[src/sv/upe_pkg.sv]
// ----------------------------------------------------------------------------
// upe_pkg: shared types and constants for the url percent encoder
// Command format passed from the classifier to the byte generator, the
// character class test and the hex digit lookup.
// ----------------------------------------------------------------------------
`default_nettype none

package upe_pkg;

  // command kinds held in the queue
  typedef logic [1:0] cmd_kind_t;
  localparam cmd_kind_t CMD_PLAIN  = 2'd0;
  localparam cmd_kind_t CMD_ESCAPE = 2'd1;
  localparam cmd_kind_t CMD_REPORT = 2'd2;

  // input operation codes
  localparam logic OP_CHAR = 1'b0;
  localparam logic OP_END  = 1'b1;

  // register byte addresses
  localparam logic [2:0] ADDR_CAPACITY = 3'd0;

  localparam logic [15:0] CAPACITY_RESET = 16'd256;
  localparam logic [7:0]  PERCENT_CHAR   = 8'h25;

  // step indexes within an escape sequence
  localparam logic [1:0] STEP_PERCENT = 2'd0;
  localparam logic [1:0] STEP_HIGH    = 2'd1;
  localparam logic [1:0] STEP_LOW     = 2'd2;

  typedef struct packed {
    cmd_kind_t   kind;
    logic [7:0]  char_byte;
    logic        ok;
    logic [15:0] length;
  } upe_cmd_t;

  // letters, digits and - _ . ~ pass through unchanged
  function automatic logic is_unreserved(input logic [7:0] c);
    logic res;
    res = ((c >= 8'h61) && (c <= 8'h7a)) || ((c >= 8'h41) && (c <= 8'h5a)) ||
          ((c >= 8'h30) && (c <= 8'h39)) || (c == 8'h2d) || (c == 8'h5f) ||
          (c == 8'h2e) || (c == 8'h7e);
    return res;
  endfunction

  // upper-case hex digit of a nibble
  function automatic logic [7:0] hex_digit(input logic [3:0] n);
    logic [7:0] res;
    if (n < 4'd10) begin
      res = 8'h30 + {4'd0, n};
    end else begin
      res = 8'h37 + {4'd0, n};
    end
    return res;
  endfunction

endpackage

`default_nettype wire

[src/sv/upe_front.sv]
// ----------------------------------------------------------------------------
// upe_front: character classifier and length tracker
// Accepts input items, checks each encoding against the capacity and pushes
// one command per item that produces output.
// ----------------------------------------------------------------------------
`default_nettype none

module upe_front import upe_pkg::*; (
  input  wire logic        clk,
  input  wire logic        rst,
  input  wire logic        in_valid,
  input  wire logic        in_op,
  input  wire logic [7:0]  in_char,
  input  wire logic        accept,
  input  wire logic [15:0] capacity,
  output upe_cmd_t         push_cmd,
  output logic             push
);

  logic [15:0] out_count;
  logic        overflowed;
  logic        plain;
  logic [16:0] sum;
  logic        fits;
  logic        good;

  // classify and check the room left
  always_comb begin
    plain = is_unreserved(in_char);
    sum   = {1'b0, out_count} + (plain ? 17'd1 : 17'd3);
    fits  = sum < {1'b0, capacity};
    good  = !overflowed && (out_count < capacity);
  end

  // command for the byte generator
  always_comb begin
    push_cmd.char_byte = in_char;
    push_cmd.ok        = good;
    push_cmd.length    = good ? out_count : 16'd0;
    if (in_op == OP_END) begin
      push_cmd.kind = CMD_REPORT;
    end else if (plain) begin
      push_cmd.kind = CMD_PLAIN;
    end else begin
      push_cmd.kind = CMD_ESCAPE;
    end
    push = accept && in_valid && ((in_op == OP_END) || (!overflowed && fits));
  end

  // running length and failure flag
  always_ff @(posedge clk) begin
    if (rst) begin
      out_count  <= 16'd0;
      overflowed <= 1'b0;
    end else if (accept) begin
      if (in_op == OP_END) begin
        out_count  <= 16'd0;
        overflowed <= 1'b0;
      end else if (!overflowed) begin
        if (fits) begin
          out_count <= sum[15:0];
        end else begin
          overflowed <= 1'b1;
        end
      end
    end
  end

endmodule

`default_nettype wire

[src/sv/upe_queue.sv]
// ----------------------------------------------------------------------------
// upe_queue: short command queue
// Decouples the classifier from the byte generator.
// ----------------------------------------------------------------------------
`default_nettype none

module upe_queue import upe_pkg::*; #(
  parameter int DEPTH = 4
) (
  input  wire logic     clk,
  input  wire logic     rst,
  input  wire logic     push,
  input  wire upe_cmd_t push_cmd,
  output logic          not_full,
  input  wire logic     pop,
  output logic          not_empty,
  output upe_cmd_t      head
);

  localparam int AW = (DEPTH > 1) ? $clog2(DEPTH) : 1;
  localparam int CW = $clog2(DEPTH + 1);
  localparam logic [AW-1:0] LAST_IDX = AW'(DEPTH - 1);
  localparam logic [CW-1:0] FULL_CNT = CW'(DEPTH);

  upe_cmd_t      entries [DEPTH];
  logic [AW-1:0] wr_ptr;
  logic [AW-1:0] rd_ptr;
  logic [CW-1:0] count;
  logic          do_push;
  logic          do_pop;

  assign not_full  = count != FULL_CNT;
  assign not_empty = count != '0;
  assign head      = entries[rd_ptr];
  assign do_push   = push && not_full;
  assign do_pop    = pop && not_empty;

  // storage
  always_ff @(posedge clk) begin
    if (do_push) begin
      entries[wr_ptr] <= push_cmd;
    end
  end

  // pointers and fill level
  always_ff @(posedge clk) begin
    if (rst) begin
      wr_ptr <= '0;
      rd_ptr <= '0;
      count  <= '0;
    end else begin
      if (do_push) begin
        wr_ptr <= (wr_ptr == LAST_IDX) ? '0 : wr_ptr + AW'(1);
      end
      if (do_pop) begin
        rd_ptr <= (rd_ptr == LAST_IDX) ? '0 : rd_ptr + AW'(1);
      end
      if (do_push && !do_pop) begin
        count <= count + CW'(1);
      end else if (do_pop && !do_push) begin
        count <= count - CW'(1);
      end
    end
  end

endmodule

`default_nettype wire

[src/sv/upe_back.sv]
// ----------------------------------------------------------------------------
// upe_back: result byte generator
// Expands each command into one or three bytes or a report, one result per
// cycle while res_ready is high and commands are queued, through a registered output stage.
// ----------------------------------------------------------------------------
`default_nettype none

module upe_back import upe_pkg::*; (
  input  wire logic     clk,
  input  wire logic     rst,
  input  wire logic     q_valid,
  input  wire upe_cmd_t q_head,
  output logic          pop,
  output logic          res_valid,
  input  wire logic     res_ready,
  output logic [7:0]    res_byte,
  output logic          res_last,
  output logic          res_report,
  output logic          res_ok,
  output logic [15:0]   res_length
);

  upe_cmd_t   cmd;
  logic       cmd_valid;
  logic [1:0] step;
  logic       last_step;
  logic       out_load;
  logic       cmd_load;
  logic [7:0] gen_byte;

  assign last_step = (cmd.kind != CMD_ESCAPE) || (step == STEP_LOW);
  assign out_load  = cmd_valid && (!res_valid || res_ready);
  assign cmd_load  = !cmd_valid || (out_load && last_step);
  assign pop       = cmd_load && q_valid;

  // byte for the current step
  always_comb begin
    case (cmd.kind)
      CMD_PLAIN:  gen_byte = cmd.char_byte;
      CMD_ESCAPE: begin
        case (step)
          STEP_PERCENT: gen_byte = PERCENT_CHAR;
          STEP_HIGH:    gen_byte = hex_digit(cmd.char_byte[7:4]);
          default:      gen_byte = hex_digit(cmd.char_byte[3:0]);
        endcase
      end
      default:    gen_byte = 8'd0;
    endcase
  end

  // current command and step within it
  always_ff @(posedge clk) begin
    if (rst) begin
      cmd_valid <= 1'b0;
      step      <= STEP_PERCENT;
    end else if (cmd_load) begin
      cmd_valid <= q_valid;
      step      <= STEP_PERCENT;
    end else if (out_load) begin
      step <= step + 2'd1;
    end
  end

  always_ff @(posedge clk) begin
    if (cmd_load) begin
      cmd <= q_head;
    end
  end

  // output register
  always_ff @(posedge clk) begin
    if (rst) begin
      res_valid <= 1'b0;
    end else if (out_load) begin
      res_valid <= 1'b1;
    end else if (res_ready) begin
      res_valid <= 1'b0;
    end
  end

  always_ff @(posedge clk) begin
    if (out_load) begin
      res_byte   <= gen_byte;
      res_last   <= last_step;
      res_report <= cmd.kind == CMD_REPORT;
      res_ok     <= (cmd.kind == CMD_REPORT) && cmd.ok;
      res_length <= (cmd.kind == CMD_REPORT) ? cmd.length : 16'd0;
    end
  end

endmodule

`default_nettype wire

[src/sv/url_percent_encoder_core.sv]
// ----------------------------------------------------------------------------
// url_percent_encoder_core: percent encoder for byte strings
// Unreserved characters pass through, all others become %XX; a report with
// the final length closes each string.
// ----------------------------------------------------------------------------
// channel   | direction | handshake         | payload
// s_*       | in        | s_tvalid/s_tready | tdata char_byte, tuser operation
// m_*       | out       | m_tvalid/m_tready | tdata out_byte/ok/length,
//           |           |                   | tuser is_report, tlast run_last
// apb       | in        | psel/penable      | capacity at address 0
//
// a plain character gives one result, an escaped one three and an end
// item one; the single-byte-per-cycle result register sets the rate while m_tready is high
// input is taken while the command queue has room, so items enter back to back
// and the classifier runs ahead of the byte generator by up to QUEUE_DEPTH
// commands; characters after a failure give no result
// reset clears length, failure flag, queue and output valid; capacity
// returns to 256
// ----------------------------------------------------------------------------
`default_nettype none

module url_percent_encoder_core import upe_pkg::*; #(
  parameter int QUEUE_DEPTH = 4
) (
  input  wire logic        clk,
  input  wire logic        rst,
  // input stream
  input  wire logic        s_tvalid,
  output logic             s_tready,
  input  wire logic [7:0]  s_tdata,   // [7:0] char_byte
  input  wire logic        s_tuser,   // [0] operation
  // result stream
  output logic             m_tvalid,
  input  wire logic        m_tready,
  output logic [31:0]      m_tdata,   // [7:0] out_byte, [8] ok, [24:9] length, zero pad
  output logic             m_tuser,   // [0] is_report
  output logic             m_tlast,
  // register port
  input  wire logic        psel,
  input  wire logic        penable,
  input  wire logic        pwrite,
  input  wire logic [2:0]  paddr,
  input  wire logic [31:0] pwdata,
  output logic [31:0]      prdata,
  output logic             pready
);

  logic [15:0] capacity;
  upe_cmd_t    push_cmd;
  logic        push;
  logic        q_not_full;
  logic        q_not_empty;
  upe_cmd_t    q_head;
  logic        pop;
  logic        accept;
  logic [7:0]  res_byte;
  logic        res_ok;
  logic [15:0] res_length;

  assign pready   = 1'b1;
  assign s_tready = q_not_full;
  assign accept   = s_tvalid && s_tready;
  assign prdata   = (paddr == ADDR_CAPACITY) ? {16'd0, capacity} : 32'd0;
  assign m_tdata  = {7'd0, res_length, res_ok, res_byte};

  // capacity register
  always_ff @(posedge clk) begin
    if (rst) begin
      capacity <= CAPACITY_RESET;
    end else if (psel && penable && pwrite && pready && (paddr == ADDR_CAPACITY)) begin
      capacity <= pwdata[15:0];
    end
  end

  upe_front u_front (
    .clk      (clk),
    .rst      (rst),
    .in_valid (s_tvalid),
    .in_op    (s_tuser),
    .in_char  (s_tdata),
    .accept   (accept),
    .capacity (capacity),
    .push_cmd (push_cmd),
    .push     (push)
  );

  upe_queue #(
    .DEPTH (QUEUE_DEPTH)
  ) u_queue (
    .clk       (clk),
    .rst       (rst),
    .push      (push),
    .push_cmd  (push_cmd),
    .not_full  (q_not_full),
    .pop       (pop),
    .not_empty (q_not_empty),
    .head      (q_head)
  );

  upe_back u_back (
    .clk        (clk),
    .rst        (rst),
    .q_valid    (q_not_empty),
    .q_head     (q_head),
    .pop        (pop),
    .res_valid  (m_tvalid),
    .res_ready  (m_tready),
    .res_byte   (res_byte),
    .res_last   (m_tlast),
    .res_report (m_tuser),
    .res_ok     (res_ok),
    .res_length (res_length)
  );

endmodule

`default_nettype wire

[config.mk]
export PLATFORM = sky130hd
export DESIGN_NAME = url_percent_encoder_core
export DESIGN_NICKNAME = d
export VERILOG_FILES = /design/src/sv/upe_pkg.sv /design/src/sv/upe_front.sv /design/src/sv/upe_queue.sv /design/src/sv/upe_back.sv /design/src/sv/url_percent_encoder_core.sv
export SDC_FILE = /design/constraint.sdc
export NUM_CORES = 1
export LEC_CHECK = 0
export ABC_AREA = 1
export BUFFER_PORTS_ARGS = -buffer_cell sky130_fd_sc_hd__buf_2
export CORE_MARGIN = 2
export CORE_UTILIZATION = 50
export DETAILED_ROUTE_END_ITERATION = 10
export HOLD_SLACK_MARGIN = 0.06
export MAX_ROUTING_LAYER = met4
export PLACE_DENSITY = 0.8
export SYNTH_ARGS = -nofsm -noshare
export SYNTH_HDL_FRONTEND = slang
export SYNTH_HIERARCHICAL = 1
export SYNTH_SLANG_ARGS = --single-unit
[constraint.sdc]
create_clock -name clk -period 6.45 [get_ports clk]
set_input_delay 0.3225 -clock clk [delete_from_list [all_inputs] [get_ports clk]]
set_output_delay 0.3225 -clock clk [all_outputs]
set_load 0.005 [all_outputs]
==> results of run 1 <==
per-layer routing:
metal	routed length [um]	vias to the layer above	part of all wire	track usage
met5	0	-	0	-
met4	378	0	0.020	0.0529
met3	1150	33	0.062	0.0252
met2	8890	260	0.48	0.305
met1	8180	3133	0.44	0.231
li1	-	3593	-	-
layout make-up:
type,instances,area share
clock buffer,28,0.0551
clock inverter,14,0.00917
inverter,153,0.0518
multi-input combinational,666,0.303
sequential,208,0.511
tap,270,0.0298
timing repair buffer,86,0.0398
final timing paths:
check                                     startpoint                endpoint  cells after the start
worst max-delay path                      s_tdata[7]        u_queue/count[2]                     35
worst min-delay path                      s_tdata[5]  u_queue/entries[0][22]                      1
worst max register to register  u_front/out_count[0]        u_queue/count[2]                     27
worst min register to register           capacity[2]             capacity[2]                      2
power breakdown:
| part | total, W | internal [W] | switching [W] |
|---|---|---|---|
| Clock | 0.00123 | 0.000729 | 0.000499 |
| Sequential | 0.00194 | 0.00181 | 0.000132 |
| Combinational | 0.00131 | 0.000429 | 0.000879 |
state kept, by name, summed over array words and instances, names as in the netlist, named ones only:
name                cells
u_back/cmd_valid        1
capacity               16
u_queue/rd_ptr          2
u_back/res_length      16
u_queue/entries       108
u_back/res_byte         8
u_back/res_valid        1
u_back/res_ok           1
u_back/res_report       1
u_queue/wr_ptr          2
u_front/overflowed      1
u_front/out_count      16
u_back/cmd             27
u_back/res_last         1
u_back/step             2
u_queue/count           3
synthesized netlist by cell type, types with 2 or more instances:
cell / count / area [um2]
sky130_fd_sc_hd__a21oi_1: 19 / 95.1
sky130_fd_sc_hd__nor4_1: 3 / 18.8
sky130_fd_sc_hd__nand2_1: 148 / 556
sky130_fd_sc_hd__o21ai_0: 51 / 255
sky130_fd_sc_hd__o22ai_1: 28 / 175
sky130_fd_sc_hd__conb_1: 2 / 7.51
sky130_fd_sc_hd__nor3_1: 11 / 55.1
sky130_fd_sc_hd__nor2_2: 6 / 37.5
sky130_fd_sc_hd__nand2_4: 2 / 22.5
sky130_fd_sc_hd__clkinv_1: 2 / 7.51
sky130_fd_sc_hd__nand3_2: 2 / 20.0
sky130_fd_sc_hd__dfxtp_1: 46 / 921
sky130_fd_sc_hd__nand2_2: 6 / 37.5
sky130_fd_sc_hd__nand4_1: 7 / 43.8
sky130_fd_sc_hd__nand3b_1: 4 / 30.0
sky130_fd_sc_hd__fa_1: 2 / 40.0
sky130_fd_sc_hd__xor2_1: 9 / 78.8
sky130_fd_sc_hd__buf_2: 7 / 35.0
sky130_fd_sc_hd__buf_6: 14 / 158
sky130_fd_sc_hd__nand3_1: 49 / 245
sky130_fd_sc_hd__and2_1: 2 / 12.5
sky130_fd_sc_hd__nor2_1: 212 / 796
sky130_fd_sc_hd__inv_2: 4 / 15.0
sky130_fd_sc_hd__o211ai_1: 2 / 15.0
sky130_fd_sc_hd__ha_1: 42 / 526
sky130_fd_sc_hd__o21ai_1: 23 / 115
sky130_fd_sc_hd__inv_1: 145 / 544
sky130_fd_sc_hd__clkbuf_4: 2 / 15.0
sky130_fd_sc_hd__edfxtp_1: 162 / 4860
sky130_fd_sc_hd__buf_4: 38 / 285
kinds of logic after synthesis:
group | share of synthesized area
AND/OR/NAND/NOR | 0.190
buffers and inverters | 0.108
adder cells (fa/ha/maj) | 0.0553
other | 0.000734
flip-flops | 0.566
AO/OA/AOI/OAI | 0.0706
XOR/XNOR | 0.0102
cell usage in the layout, fill, tap and decap left out, types with 23 or more instances in the layout:
cell type	n
sky130_fd_sc_hd__o22ai_1	28
sky130_fd_sc_hd__inv_1	145
sky130_fd_sc_hd__nand2_1	148
sky130_fd_sc_hd__nand3_1	49
sky130_fd_sc_hd__dfxtp_1	46
sky130_fd_sc_hd__o21ai_0	51
sky130_fd_sc_hd__o21ai_1	23
sky130_fd_sc_hd__nor2_1	208
sky130_fd_sc_hd__buf_2	79
sky130_fd_sc_hd__edfxtp_1	162
sky130_fd_sc_hd__ha_1	42
sky130_fd_sc_hd__clkbuf_16	23
sky130_fd_sc_hd__conb_1	24
per-stage QoR:
step	instances	hold slack, ns	power [W]
6_report	1425	0.0984	0.00448
5_1_grt	1425	0.0925	0.00479
4_1_cts	1425	0.0847	0.00450
3_5_place_dp	1382	0.493	0.00326
3_3_place_gp	1382	0.489	0.00320
2_1_floorplan	1091	0.392	0.00300
repair_timing:
item,4_1_cts,5_1_grt
buffers inserted,0,0
hold buffers,1,0
gates resized for setup,0,0
hold endpoints to repair,1,0
setup endpoints to repair,0,0
==> run summary, run 1 <==
Once placement finished, the instance area stood at 0.0106 mm2. The data arrival time of the critical path is 5.40 ns. The most frequent cell on the critical path is sky130_fd_sc_hd__inv_1. The tools report the worst setup margin as 1.44 ns.

Setup slack on the worst reg-to-reg path comes out at 1.63 ns. The logs give 5 for the number of search-and-repair iterations in the first detailed-routing pass and 18.6 mm for the final wirelength. The share of the clock period used by the worst path after layout came out at 0.777. For the worst setup path, the data required time is 6.84 ns. Synthesis inferred 208 register bits. The primary flip-flop cell chosen by synthesis mapping was sky130_fd_sc_hd__edfxtp_1.

The logs give 0 ns for the sum of negative setup slack and 31.3 mm for the wire length of the first global-routing pass. The initialized floorplan defines 52 standard-cell rows. The run gives 7019 as the total number of vias. The number of synthesized flops with an enable pin is 162, and the final core area utilization is 0.561.

The tools report the die area as 0.0216 mm2. The number of antenna diodes in the final layout is 0. The path class of the tightest hold or removal check is in2reg.

The clock insertion delay at the later pin of the skew report was 0.50 ns. The die width came out at 147 um. The gate count after technology mapping was 1069.

Clock tree synthesis inserted a total of 23 buffers. The tools report the max-slew violation total from the final report as 0. Kind of critical path: in2reg.

The logs give 0.000187 V for the peak supply drop and 692 for the number of design-rule violations left by the first detailed-router iteration. The final estimated routing congestion in global placement was 0.866; the maximum fanout along the worst path was 16. The tools report the CTS root buffer as sky130_fd_sc_hd__clkbuf_16. The power per unit of standard cell area was 395 mW/mm2. At the pin with the least slew margin, the transition time is 0.989 ns. The run gives 49 as the number of different library cells in the post-synthesis netlist. The share of synthesized area occupied by flip-flops and latches was 0.566; the minimum setup slack after placement was 1.09 ns. For this run the aggregate overflow at the end of global routing stands at 0. The clock net in this run drives a total of 208 sinks. The fraction of synthesis flops using an asynchronous set or reset pin works out to 0.

Setup repair after global routing left no endpoint under its margin. TritonCTS built the clock tree. The tools report the relative slew slack as 0.339. Summed over all cells, the static leakage comes to 4.76 nW.

The detailed-route wire length per cell works out to 13.1 um. Critical path startpoint category: a primary input. The global-route total usage across every layer is 0.181, and the number of buffers and inverters on the critical path is 10. The average vias per placed instance is 4.93, and the number of failing hold endpoints at the final stage is 0. The final layout contains 1233 nets. For this run, design rule violations remaining after detail routing come to 0. The logs give 0.507 for the initial core utilization and 56 for the largest net degree at the start of global routing. The wire-length estimate of the detail-placed layout is 12.2 mm.

Max-cap violations in this run came to 0. Type of destination of the critical path: a register. After clock tree synthesis, the clock-pin slew on the worst setup and hold paths is 0.06 ns. Timing would allow up to 199 MHz.

The storage element area was 0.00579 mm2; the largest stage delay on the critical path was 0.48 ns. The mean post-synth cell area was 9.57 um2; the count of nets left with antenna violations after detail routing was 0. The area growth from synthesis to layout is 10.7%. During synthesis, Yosys emitted a total of 6 warnings. Number of antenna violations at the first check in global routing: 0. The logs give 6617 for the via count of the first global-routing pass and 1730 for the fill cell instance count of the final layout. The routed design could run at a clock period as short as 5.01 ns. The total of endpoints with negative setup slack in the final report is 0, and the netlist area before placement is 0.0102 mm2.

The die is 147 um tall. The final clock skew was 0.0152 ns; the CTS H-tree depth was 1. The core region is 0.0202 mm2.

Among cell families on the critical path, the largest total delay comes from simple AND/OR/NAND/NOR gates. The tools report the I/O pin count as 120. The count of buffers from port buffering was 79; the maximum buffer depth of the clock tree was 3. The run gives 0.00343 mm2 as the area of combinational cells with multiple inputs. The flow ran to the end, and the final reports show no timing, DRC or antenna violations. The share of post-route cells with drive strength above 1 is 0.136.

Summing all non-filler instances in the final layout gives an area of 0.0113 mm2. The slowest cell on the critical path is sky130_fd_sc_hd__nor4_1.
No activity file was read; power rests on OpenSTA's default activity.
==> inputs of run 2 (changes only) <==
Settings changed: PLACE_DENSITY 0.8 to 0.83.
Clock period 6.45 ns to 4.4 ns, I/O delays scaled along.
==> run 2 against run 1 <==
Register-to-register slack worse by 1.3 ns. Clock skew is 0.0059 ns lower. Cell count grew 3.1%. Sequential power increased by 48%. Clock power is 39% higher. Non-clock buffer count grew 46. Design area up 3.8%. Wire length increased by 6.8%. Critical endpoint unchanged. Critical path type unchanged. Clock-buffer cell count down 5.
==> run summary, run 2 (same netlist as run 1, synthesis figures left out) <==
Sequential share of power: 0.436 (+0.002). The power per unit of standard cell area was 561 mW/mm2 (+42%). The power share of the clock group is 0.260 (-0.014), and the largest stage delay on the critical path is 0.38 ns (-0.10 ns). The flip-flop count of the largest register after layout is 108 (unchanged), and the count of nets left with antenna violations after detail routing is 0 (unchanged). The routed design could run at a clock period as short as 4.11 ns. Data arrival time of the critical path: 4.51 ns (-0.89 ns). The critical path is of the in2reg type. The most frequent cell on the critical path was sky130_fd_sc_hd__inv_1. The number of search-and-repair iterations in the first detailed-routing pass was 5 (unchanged); the total number of vias was 7400 (+5.4%). Placeable core region: 0.0202 mm2 (unchanged). In the final layout, the registers with the most flip-flops are u_queue/entries x108, u_back/cmd x27. The logs give 0 (unchanged) for the number of antenna violations at the first check in global routing and 12.9 mm (+5.4%) for the estimated wirelength of the detail-placed design. The number of antenna diodes was 0 (unchanged). For the final clock skew, the log shows 0.00928 ns (-0.00593 ns). The switching power summed over all nets came out at 0.00226 W (+50%).

The total of endpoints with negative setup slack in the final report is 0 (unchanged). The die height works out to 147 um (unchanged). STA classifies the critical path endpoint as a register. The number of buffers and inverters on the critical path was 10 (unchanged); the via count of the first global-routing pass was 7001 (+5.8%).

The endpoint required time on the critical path is 4.80 ns (-2.04 ns), and the count of buffers from port buffering is 79 (unchanged). The worst-margin pin slew came out at 1.03 ns (+0.0394 ns). The run gives 0.000301 V (+61%) as the peak supply drop.

The number of failing hold endpoints at the final stage came out at 0 (unchanged). For the final hold slack, the log shows 0.0904 ns (-0.00804 ns). The top cell types in the final layout, fill and taps aside, are sky130_fd_sc_hd__nor2_1, sky130_fd_sc_hd__edfxtp_1, sky130_fd_sc_hd__nand2_1, sky130_fd_sc_hd__inv_1, sky130_fd_sc_hd__buf_2. The fill cell instance count of the final layout was 1605 (-7.2%); the combinational group share of total power was 0.304 (+0.012). The share of the clock period used by the worst path after layout was 0.935. The overall overflow remaining after global route was 0 (unchanged); the relative slew slack was 0.314 (-0.0256). The static leakage power was 4.96 nW (+4.1%). The final wirelength was 19.9 mm (+6.8%). The CTS sink count was 208 (unchanged); the synthesis-to-finish area growth was 14.9%.

The number of design-rule violations left by the first detailed-router iteration was 720 (+4.0%); the internal power was 0.00433 W (+46%). The post-route cell area was 0.0118 mm2 (+3.8%); the die width was 147 um (unchanged). The global-route total usage across every layer was 0.187 (+0.00593); the maximum fanout along the worst path was 4 (-12).

The run gives 0.917 (+5.9%) as the final estimated routing congestion in global placement. The DRC violations left is 0 (unchanged), and the detailed-route wire length per cell is 13.5 um (+3.6%). For the final total power, the log shows 0.00660 W (+47%). The tools report the wire length of the first global-routing pass as 32.4 mm (+3.6%).

The switching share of total power was 0.343 (+0.00588). The type of the worst min-delay path was in2reg. The slowest stage of the critical path is the sky130_fd_sc_hd__fa_1 cell.

The library cell used most frequently in the layout, excluding fill and tap cells, is sky130_fd_sc_hd__nor2_1. The largest register by flop count was u_queue/entries. The logs give 0 (unchanged) for the max-cap violation count and 0.507 (unchanged) for the initial core utilization. The max-slew violation total from the final report is 0 (unchanged). The clock input transition at the sequential cells of the worst setup and hold paths was 0.06 ns (about the same). The average vias per placed instance came out at 5.04 (+2.3%). The CTS buffer count is 22 (-4.3%), and the final core area utilization is 0.583 (+0.0213). TritonCTS built the clock tree. The share of post-route cells with drive strength above 1 was 0.158 (+0.0225).

The clock insertion delay at the later pin of the skew report was 0.50 ns (about the same). For this run, the top clock speed supported by timing is 243 MHz. The run finished with clean final reports. Instance area after placement: 0.0108 mm2 (+2.3%). The CTS H-tree depth is 1 (unchanged). The die area was 0.0216 mm2 (unchanged).

The maximum buffer depth of the clock tree was 3 (unchanged). The tree is rooted in a sky130_fd_sc_hd__clkbuf_16. The I/O pin count is 120 (unchanged). The worst setup path is launched from a primary input. The cell family contributing the most delay on the critical path is simple AND/OR/NAND/NOR gates. The run gives 1278 (+3.6%) as the net total in the final layout. The run gives 55 (-1.8%) as the largest net degree at the start of global routing.

The run gives 52 (unchanged) as the number of rows created at floorplan. The sum of negative setup slack is 0 ns (unchanged).
run 2: cell types whose count changed in the layout (fill, tap and decap cells not counted), sizes merged:
cell / before / now
buf: 85 / 112
dlygate4sd3: 1 / 20
clkbuf: 28 / 23
clkinv: 12 / 15
clkinvlp: 3 / 4
inv: 151 / 150
run 2: cell type report:
class	count	area [um2]	share of cell area
inverter	153	587	0.0499
multi-input combinational	666	3460	0.295
timing repair buffer	132	893	0.0760
sequential	208	5790	0.492
clock inverter	17	131	0.0112
tap	270	338	0.0287
clock buffer	23	554	0.0472
run 2: timing repair:
item | 4_1_cts | 5_1_grt
hold endpoints to repair | 30 | 0
gates resized for setup | 0 | 9
setup endpoints to repair | 0 | 2
hold buffers | 20 | 0
setup buffers | 0 | 1
run 2: worst reg2reg max path: stages (launching register included):
cell and delay, ns:
sky130_fd_sc_hd__dfxtp_1 0.41, sky130_fd_sc_hd__inv_1 0.11, sky130_fd_sc_hd__fa_1 0.49, sky130_fd_sc_hd__or2_2 0.32
sky130_fd_sc_hd__nor3_1 0.17, sky130_fd_sc_hd__xor2_1 0.26, sky130_fd_sc_hd__ha_1 0.29, sky130_fd_sc_hd__a21oi_1 0.13
sky130_fd_sc_hd__o21a_1 0.13, sky130_fd_sc_hd__nand2_1 0.05, sky130_fd_sc_hd__nand2_1 0.05, sky130_fd_sc_hd__nand2_1 0.05
sky130_fd_sc_hd__nand2_1 0.07, sky130_fd_sc_hd__nand2_2 0.08, sky130_fd_sc_hd__nand2_2 0.08, sky130_fd_sc_hd__nand2_2 0.12
sky130_fd_sc_hd__nor2_4 0.15, sky130_fd_sc_hd__nand2_2 0.06, sky130_fd_sc_hd__inv_1 0.06, sky130_fd_sc_hd__ha_1 0.15
sky130_fd_sc_hd__inv_1 0.07, sky130_fd_sc_hd__fa_1 0.38, sky130_fd_sc_hd__inv_1 0.07, sky130_fd_sc_hd__nand2_1 0.06
sky130_fd_sc_hd__nand3_1 0.07, sky130_fd_sc_hd__nand2_1 0.05, sky130_fd_sc_hd__inv_1 0.04, sky130_fd_sc_hd__nor2_1 0.04
run 2: power groups by stage:
stage                     clock [W]  sequential (W)  combinational [W]
final                       0.00171         0.00288            0.00201
after detailed placement          0         0.00291            0.00194
after global placement            0         0.00290            0.00186
after floorplan                   0         0.00285            0.00154
after global routing        0.00182         0.00292            0.00228
after CTS                   0.00174         0.00288            0.00198
run 2: routing by layer:
layer	share of wire	track usage
met1	0.43	0.234
met4	0.026	0.0553
met5	0	-
met3	0.064	0.0264
met2	0.48	0.320
run 2: path summary, 6_finish.rpt:
kind / start / end / slack, ns / depth (start not counted)
worst max-delay path: s_tdata[7] / u_queue/count[2] / 0.29 / 35
worst min-delay path: s_tdata[2] / u_queue/entries[1][19] / 0.09 / 2
worst max register to register: u_front/out_count[1] / u_queue/count[2] / 0.30 / 27
worst min register to register: capacity[4] / capacity[4] / 0.50 / 2
run 2: through the flow:
step | setup WS [ns] | instances
2_1_floorplan | -0.381 | 1091
3_3_place_gp | -0.122 | 1408
3_5_place_dp | -0.254 | 1408
4_1_cts | 0.185 | 1468
5_1_grt | -0.0350 | 1469
6_report | 0.286 | 1469
==> inputs of run 3 (changes only) <==
Settings changed: BUFFER_PORTS_ARGS -buffer_cell sky130_fd_sc_hd__buf_2 to not set, DONT_BUFFER_PORTS set to 1, PLACE_DENSITY 0.83 to 0.78.
==> run 3 against run 2 <==
Sequential power about the same. Hold slack better by 0.014 ns. Register-to-register slack about the same. Die area unchanged. Cell count down 4.8%. Sequential share of layout area up 1.2 points. Wire length down 2.0%. First-iteration DRC count down 22%. Critical endpoint unchanged. Highest routed layer unchanged.
==> run summary, run 3 (same netlist as run 1, synthesis figures left out) <==
The share of the clock period used by the worst path after layout was 0.934 (-0.00128). STA classifies the critical path endpoint as a register. The tools report the post-route cell area as 0.0115 mm2 (-2.4%). The peak supply drop came out at 0.000308 V (+2.6%). CTS sink count: 208 (unchanged). The share of post-route cells with drive strength above 1 is 0.0780 (-0.0805), and the clock insertion delay at the later pin of the skew report is 0.51 ns (about the same).

Number of cells traversed by the worst register-to-register path: 27 (unchanged). The synthesis-to-finish area growth is 12.1%. For the wire length of the first global-routing pass, the log shows 32.0 mm (-1.3%). The I/O pin count was 120 (unchanged); the net total in the final layout was 1207 (-5.6%). The die height was 147 um (unchanged); the final core area utilization was 0.569 (-0.0140). The run gives 0.00345 mm2 (-0.40%) as the area of combinational cells with multiple inputs. The count of nets left with antenna violations after detail routing was 0 (unchanged).

For the maximum buffer depth of the clock tree, the log shows 3 (unchanged). The worst setup path is launched from a register. The number of failing hold endpoints at the final stage was 0 (unchanged). The logs give 0.0103 mm2 (-4.6%) for the instance area after placement and 0.291 ns (+0.00561 ns) for the worst setup margin.

The run gives 0.921 (+0.46%) as the final estimated routing congestion in global placement. The initial core utilization is 0.507 (unchanged), and the minimum setup slack after placement is -0.133 ns (+0.121 ns). In the layout the commonest cells are sky130_fd_sc_hd__nor2_1, sky130_fd_sc_hd__edfxtp_1, sky130_fd_sc_hd__nand2_1, sky130_fd_sc_hd__inv_1, sky130_fd_sc_hd__o21ai_0. Critical register-to-register path startpoint: u_front/out_count[1]. The cell sitting at the root of the clock tree is a sky130_fd_sc_hd__clkbuf_16. The number of design-rule violations left by the first detailed-router iteration was 559 (-22%). The reg2reg setup slack was 0.29 ns (about the same); the flip-flop count of the largest register after layout was 108 (unchanged). The overall overflow remaining after global route is 0 (unchanged). The run gives 6701 (-4.3%) as the via count of the first global-routing pass.

The average vias per placed instance works out to 5.07 (+0.65%). For the total number of vias, the log shows 7088 (-4.2%). The number of antenna diodes is 0 (unchanged). TritonCTS built the clock tree.

The final clock skew is 0.0165 ns (+0.00723 ns). The relative slew slack came out at 0.341 (+0.0276). Ranked by flip-flop count, first place goes to u_queue/entries. The power per unit of standard cell area was 570 mW/mm2 (+1.6%). The total of endpoints with negative setup slack in the final report is 0 (unchanged), and the CTS buffer count is 22 (unchanged). The logs give 0.186 (-0.000699) for the global-route total usage across every layer and 1315 (-6.6%) for the total instance count after detailed placement.

The fill cell instance count of the final layout is 1696 (+5.7%). For the CTS H-tree depth, the log shows 1 (unchanged). The largest net degree at the start of global routing was 56 (+1.8%). In this run the critical register-to-register path is captured at u_queue/count[2].

The final wirelength is 19.5 mm (-2.0%). The die width is 147 um (unchanged). The tools report the final non-filler cell total as 1398 (-4.8%).

The maximum fanout along the worst path works out to 4 (unchanged). The kind of critical path is reg2reg. The number of rows created at floorplan was 52 (unchanged). The run gives 0 (unchanged) as the DRC violations left. Type of the worst min-delay path: in2reg. The number of search-and-repair iterations in the first detailed-routing pass was 5 (unchanged); the placeable core region was 0.0202 mm2 (unchanged).

Leaving out fill and tap cells, the most frequent cell in the layout is sky130_fd_sc_hd__nor2_1. The static leakage power came out at 4.60 nW (-7.1%). Capturing element of the worst setup path: u_queue/count[2]. The worst-margin pin slew is 0.986 ns (-0.0423 ns).

Max-slew violation total from the final report: 0 (unchanged). The post-route minimum period is 4.11 ns (-0.00562 ns). Die area: 0.0216 mm2 (unchanged). The tools report the startpoint of the worst setup timing path as u_front/out_count[1]. The estimated wirelength of the detail-placed design came out at 12.2 mm (-5.1%). Number of antenna violations at the first check in global routing: 0 (unchanged). The largest registers in the layout are u_queue/entries x108, u_back/cmd x27. For the max-cap violation count, the log shows 0 (unchanged). The endpoint required time on the critical path came out at 4.79 ns (about the same).

The data arrival time of the critical path is 4.50 ns (about the same), and the count of buffers from port buffering is 0 (-100%). The run finished with clean final reports. The detailed-route wire length per cell is 13.9 um (+3.0%), and the achievable frequency is 243 MHz (+0.14%). The storage element area is 0.00579 mm2 (unchanged), and the final total power is 0.00654 W (-0.82%). The clock input transition at the sequential cells of the worst setup and hold paths was 0.06 ns (about the same).
run 3: how the worst min path moves through the flow:
stage	slack, ns	end	cells past startpoint	from
after floorplan	0.29	u_back/res_valid	1	rst
after global placement	0.29	u_back/res_valid	1	rst
after detailed placement	0.30	u_back/res_valid	1	rst
after CTS	0.07	capacity[10]	4	paddr[2]
after global routing	0.10	capacity[12]	4	penable
final	0.10	capacity[3]	4	penable
run 3: timing repair:
item,4_1_cts,5_1_grt
setup buffers,0,0
gates resized for setup,0,6
endpoints found under the setup margin,0,2
hold buffers,43,0
endpoints found under the hold margin,70,0
run 3: final cells by class:
cell class,count,share of cell area
timing repair buffer,61,0.0537
multi-input combinational,666,0.301
tap,270,0.0294
inverter,153,0.0512
sequential,208,0.504
clock buffer,27,0.0496
clock inverter,13,0.0110
run 3: power breakdown:
part | leakage (nW) | total (W) | switching [W] | internal, W
clock network | 0.336 | 0.00177 | 0.000731 | 0.00104
logic | 2.36 | 0.00191 | 0.00127 | 0.000632
registers | 1.91 | 0.00286 | 0.000210 | 0.00265
total | 4.60 | 0.00654 | 0.00222 | 0.00433
run 3: layer usage:
metal	wire, um	vias up	GRT usage
met5	0	-	-
met4	375	0	0.0500
met3	1050	34	0.0314
met2	9420	252	0.312
met1	8640	3253	0.237
li1	-	3549	-
run 3: metrics by stage:
| step | TNS, ns | hold slack (ns) |
|---|---|---|
| global placement | -0.0295 | 0.293 |
| detailed placement | -0.243 | 0.298 |
| CTS | 0 | 0.0736 |
| global route | -0.00255 | 0.103 |
| floorplan | -41.14 | 0.289 |
| finish | 0 | 0.104 |
run 3: critical path: stages, from the launching register on:
cell and delay, ns:
sky130_fd_sc_hd__dfxtp_1 0.43, sky130_fd_sc_hd__inv_1 0.13, sky130_fd_sc_hd__fa_2 0.42, sky130_fd_sc_hd__or2_2 0.31, sky130_fd_sc_hd__nor3_1 0.18, sky130_fd_sc_hd__xor2_1 0.27, sky130_fd_sc_hd__ha_1 0.29, sky130_fd_sc_hd__a21oi_1 0.14
sky130_fd_sc_hd__o21a_1 0.12, sky130_fd_sc_hd__nand2_1 0.06, sky130_fd_sc_hd__nand2_1 0.06, sky130_fd_sc_hd__nand2_1 0.05, sky130_fd_sc_hd__nand2_1 0.07, sky130_fd_sc_hd__nand2_2 0.08, sky130_fd_sc_hd__nand2_2 0.07, sky130_fd_sc_hd__nand2_1 0.13
sky130_fd_sc_hd__nor2_2 0.16, sky130_fd_sc_hd__nand2_2 0.07, sky130_fd_sc_hd__inv_1 0.06, sky130_fd_sc_hd__ha_1 0.16, sky130_fd_sc_hd__inv_1 0.07, sky130_fd_sc_hd__fa_1 0.38, sky130_fd_sc_hd__inv_1 0.06, sky130_fd_sc_hd__nand2_1 0.06
sky130_fd_sc_hd__nand3_1 0.06, sky130_fd_sc_hd__nand2_1 0.05, sky130_fd_sc_hd__inv_1 0.04, sky130_fd_sc_hd__nor2_1 0.03
